**src/rtl/bsr22_ram.sv**
```systemverilog
// Generic single-write, single-read RAM with a registered, enabled read.
// No dependencies.
`timescale 1ns / 1ps

module bsr22_ram #(
    parameter int WIDTH = 8,
    parameter int DEPTH = 512
) (
    input  logic                     i_clk,
    input  logic                     i_we,
    input  logic [$clog2(DEPTH)-1:0] i_waddr,
    input  logic [WIDTH-1:0]         i_wdata,
    input  logic                     i_re,
    input  logic [$clog2(DEPTH)-1:0] i_raddr,
    output logic [WIDTH-1:0]         o_rdata
);
    logic [WIDTH-1:0] r_mem [DEPTH];
    logic [WIDTH-1:0] r_rdata;

    always_ff @(posedge i_clk) begin
        if (i_we) begin
            r_mem[i_waddr] <= i_wdata;
        end
        if (i_re) begin
            r_rdata <= r_mem[i_raddr];
        end
    end

    assign o_rdata = r_rdata;
endmodule

```
**config.mk**
```make
export PLATFORM = sky130hd
export DESIGN_NAME = bsr22_ram
export DESIGN_NICKNAME = d
export VERILOG_FILES = /design/src/rtl/bsr22_ram.sv
export SDC_FILE = /design/constraint.sdc
export NUM_CORES = 2
export LEC_CHECK = 0
export BUFFER_PORTS_ARGS = -buffer_cell sky130_fd_sc_hd__buf_4
export CORE_UTILIZATION = 55
export DETAILED_ROUTE_END_ITERATION = 16
export PLACE_DENSITY = 0.8
export SYNTH_ARGS = -nofsm -noshare
export SYNTH_HDL_FRONTEND = slang
export SYNTH_SLANG_ARGS = --single-unit
```
**constraint.sdc**
```tcl
create_clock -name i_clk -period 3.1 [get_ports i_clk]
set_input_delay 0.31 -clock i_clk [delete_from_list [all_inputs] [get_ports i_clk]]
set_output_delay 0.31 -clock i_clk [all_outputs]
set_load 0.02 [all_outputs]
```
==> results.sh <==
export IMPL_wl_um=432000
export IMPL_gp_congestion=0.944
export IMPL_seqPwrFrac=0.533
export IMPL_fin_crit_sh=1.01
export IMPL_cpPeakStageDelay_ns=0.89
export IMPL_relSlewSlack=0.211
export IMPL_cts_root_buf="clkbuf_16"
export IMPL_drc=0
export IMPL_gr_usage_all_layers=0.292
export IMPL_hold_violations=0
export IMPL_maxCapViolCount=0
export IMPL_antenna_left=0
export IMPL_grt_ovfl_total=0
export IMPL_final_util=0.633
export IMPL_dp_slack_ns=-1.01
export IMPL_portBuffers=36
export IMPL_io_pins=37
export IMPL_postSynthCellCount=8030
export IMPL_cts_made_buffers=402
export IMPL_cts_tree="yes"
export IMPL_ir_worst_vdd_mv=0.708
export IMPL_critPathSlowestCell="nor4_1"
export IMPL_rows=197
export IMPL_drt_pass1_iterations=6
export IMPL_failed_checks="negative setup slack"
export IMPL_critPathMaxFanout=29
export IMPL_outcome="complete, but fails checks"
export IMPL_path_clk_slew_ns=0.07
export IMPL_power_switching_mw=24.6
export IMPL_grt_pass1_wl_um=617000
export IMPL_cts_sinks=4104
export IMPL_p_leak_nw=59.1
export IMPL_tightestPinTransition_ns=1.18
export IMPL_drtIter0Drc=14500
export IMPL_ys_seq_area_frac=0.770
export IMPL_antenna_found_initial=29
export IMPL_rsz0062_at_grt="no"
export IMPL_dr_total_vias=89100
export IMPL_area_delta_synth_final_pct=14.1
export IMPL_die_w_um=541
export IMPL_synth_area_per_cell_um2=19.9
export IMPL_drive_gt1_frac=0.227
export IMPL_ys_flop_type="edfxtp_1"
export IMPL_fin_ws_ns=-0.0439
export IMPL_h_tree_depth=5
export IMPL_synth_edf_count=4104
export IMPL_r2r_start="r_mem[420][3]"
export IMPL_setup_viol=1
export IMPL_power_density_mw_per_mm2=628
export IMPL_finalPower_mw=115
export IMPL_fin_worst_skew_ns=0.0662
export IMPL_synth_area_mm2=0.160
export IMPL_cts_setup_buffers=0
export IMPL_detailed_place_hpwl_um=254000
export IMPL_hold_start="i_raddr[3]"
export IMPL_ys_types=50
export IMPL_synth_seq_cells=4104
export IMPL_p_sw_frac=0.215
export IMPL_max_freq_mhz=318
export IMPL_fin_nets=8770
export IMPL_final_min_clock_period_ns=3.14
export IMPL_power_frac_clock=0.413
export IMPL_yosysWarnings=0
export IMPL_die_y_um=541
export IMPL_tns_ns=-0.0439
export IMPL_worstPathArrival_ns=4.00
export IMPL_synthesis_nets=8059
export IMPL_grt_pass1_vias=88600
export IMPL_vias_per_cell=6.88
export IMPL_grt_max_degree=132
export IMPL_worst_setup_path_type="primary input to flop"
export IMPL_internal_power_mw=90.0
export IMPL_avgRoutedWirePerCell_um=33.4
export IMPL_core_area_mm2=0.289
export IMPL_critical_path_required_ns=3.96
export IMPL_cp_cell_sequence="buf_16 > buf_12 > buf_12 > buf_4 > mux2i_1 > o221ai_1 > nor3_1 > nor4_1 > buf_4 > o311ai_1 > nor4_1 > o2111a_1"
export IMPL_critPathLaunchType="primary input"
export IMPL_cts_buffer_depth=4
export IMPL_hold_ws_ns=0.109
export IMPL_hp_class="primary input to flop"
export IMPL_clock_latency_ns=1.05
export IMPL_end_kind="flop"
export IMPL_die_area_mm2=0.293
export IMPL_cp_startpoint="i_raddr[0]"
export IMPL_async_reset_ff_frac=0
export IMPL_maxSlewViolCount=0
export IMPL_initial_utilization=0.554
export IMPL_comb_power_share=0.054
[timing repair]
item / 4_1_cts / 5_1_grt
hold endpoints to repair: 679 / 0
setup endpoints to repair: 3 / 5
hold buffers: 9 / 0
resized for setup: 3 / 6
[metal layers]
| metal | global-route usage | vias to the layer above | share of wire |
|---|---|---|---|
| met5 | 0 | - | 0.00045 |
| met2 | 0.455 | 7866 | 0.47 |
| met1 | 0.376 | 44900 | 0.34 |
| met4 | 0.147 | 28 | 0.058 |
| met3 | 0.0845 | 1461 | 0.14 |
| li1 | - | 34900 | - |
[placed cells by master (no fill, tap or decap), types with 7 or more instances in the layout]
cell / netlist / routed
clkbuf_1: 265 / 66
o41ai_1: 7 / 7
nand2_1: 111 / 97
a22oi_1: 61 / 61
nor4_2: 0 / 9
o31ai_1: 13 / 13
o221ai_1: 371 / 371
o21ai_0: 118 / 118
nand2_4: 0 / 9
nor2_1: 597 / 596
nor3b_1: 8 / 7
a211oi_1: 17 / 17
clkinvlp_4: 0 / 19
diode_2: 0 / 17
clkinv_1: 0 / 100
clkinv_2: 0 / 65
mux4_2: 654 / 654
a21oi_1: 194 / 194
and2_1: 20 / 20
mux2i_1: 797 / 797
edfxtp_1: 4104 / 4104
clkbuf_16: 0 / 404
bufinv_16: 0 / 36
buf_8: 11 / 9
o2111a_1: 8 / 8
dlygate4sd3_1: 0 / 9
nor3_1: 109 / 109
o22ai_1: 163 / 163
buf_4: 70 / 666
nor4_1: 36 / 27
nand3_1: 36 / 32
buf_12: 5 / 133
nand4_1: 32 / 32
[path summary, 6_finish.rpt]
| path | to | slack [ns] | cells after the start |
|---|---|---|---|
| max | o_rdata[5] | -0.04 | 12 |
| min reg2reg | o_rdata[1] | 1.23 | 4 |
| min | o_rdata[1] | 0.11 | 4 |
| max reg2reg | o_rdata[3] | 0.02 | 5 |
[area by class of cell]
type	instances	area (um^2)
clock buffers	470	10400
well taps	3880	4850
diodes	17	42.5
fillers	18000	106000
clock inverters	237	2170
repair buffers	820	7940
multi-input cells	3410	34000
flip-flops and latches	4104	123000
inverters	3	18.8
[Yosys cell counts (all sizes together) (4+ instances only)]
library cell	number	area (um^2)
and2	20	125
mux2i	797	7980
nor4	36	225
o21ai	119	596
and3b	4	35.0
nor3	109	546
and3	4	25.0
mux4	654	14700
o22ai	163	1020
o2111a	8	90.1
a211oi	17	128
nand4	32	200
or2	5	31.3
a22o	5	43.8
o41ai	7	61.3
o221ai	372	3260
o311ai	6	52.6
nand3	36	180
nor2	597	2240
buf	248	1950
nor2b	6	37.5
edfxtp	4104	123000
o31ai	13	97.6
nor3b	8	60.1
a22oi	61	458
nand2b	4	25.0
a21oi	194	971
nand2	111	417
clkbuf	265	995
or3	6	37.5
[registers in the layout, summed over array words and instances, names as in the netlist]
| register | count |
|---|---|
| r_mem | 4096 |
| o_rdata | 8 |
[metrics by stage]
stage / std cells / area, um^2
floorplan: 8030 / 160000
global placement: 12200 / 170000
detailed placement: 12200 / 170000
CTS: 12900 / 183000
global route: 12900 / 183000
finish: 12900 / 183000
[worst max-delay path, delay by kind of cell]
kind / cells / cell delay, ns
compound gates: 3 / 0.76
buf+inv: 5 / 1.27
mux: 1 / 0.10
simple gates: 3 / 1.43
[power by group through the flow]
| stage | Sequential, mW | Clock [mW] | Combinational [mW] |
|---|---|---|---|
| 4_1_cts | 61.2 | 47.4 | 5.98 |
| 3_3_place_gp | 62.3 | 0 | 5.70 |
| 6_report | 61.2 | 47.3 | 6.14 |
| 5_1_grt | 61.1 | 49.5 | 6.26 |
| 2_1_floorplan | 62.3 | 0 | 2.91 |
| 3_5_place_dp | 62.3 | 0 | 5.88 |
[cell families (layout without fill, tap and decap cells)]
| group | count (synthesis) | after routing | synth area share |
|---|---|---|---|
| and+or+nand+nor | 980 | 980 | 0.0263 |
| muxes | 1451 | 1451 | 0.142 |
| buffers and inverters | 516 | 1530 | 0.0185 |
| other | 0 | 17 | 0 |
| AOI/OAI and AO/OA | 979 | 979 | 0.0431 |
| DFF | 4104 | 4104 | 0.770 |
Power figures use the tool's default switching activity.
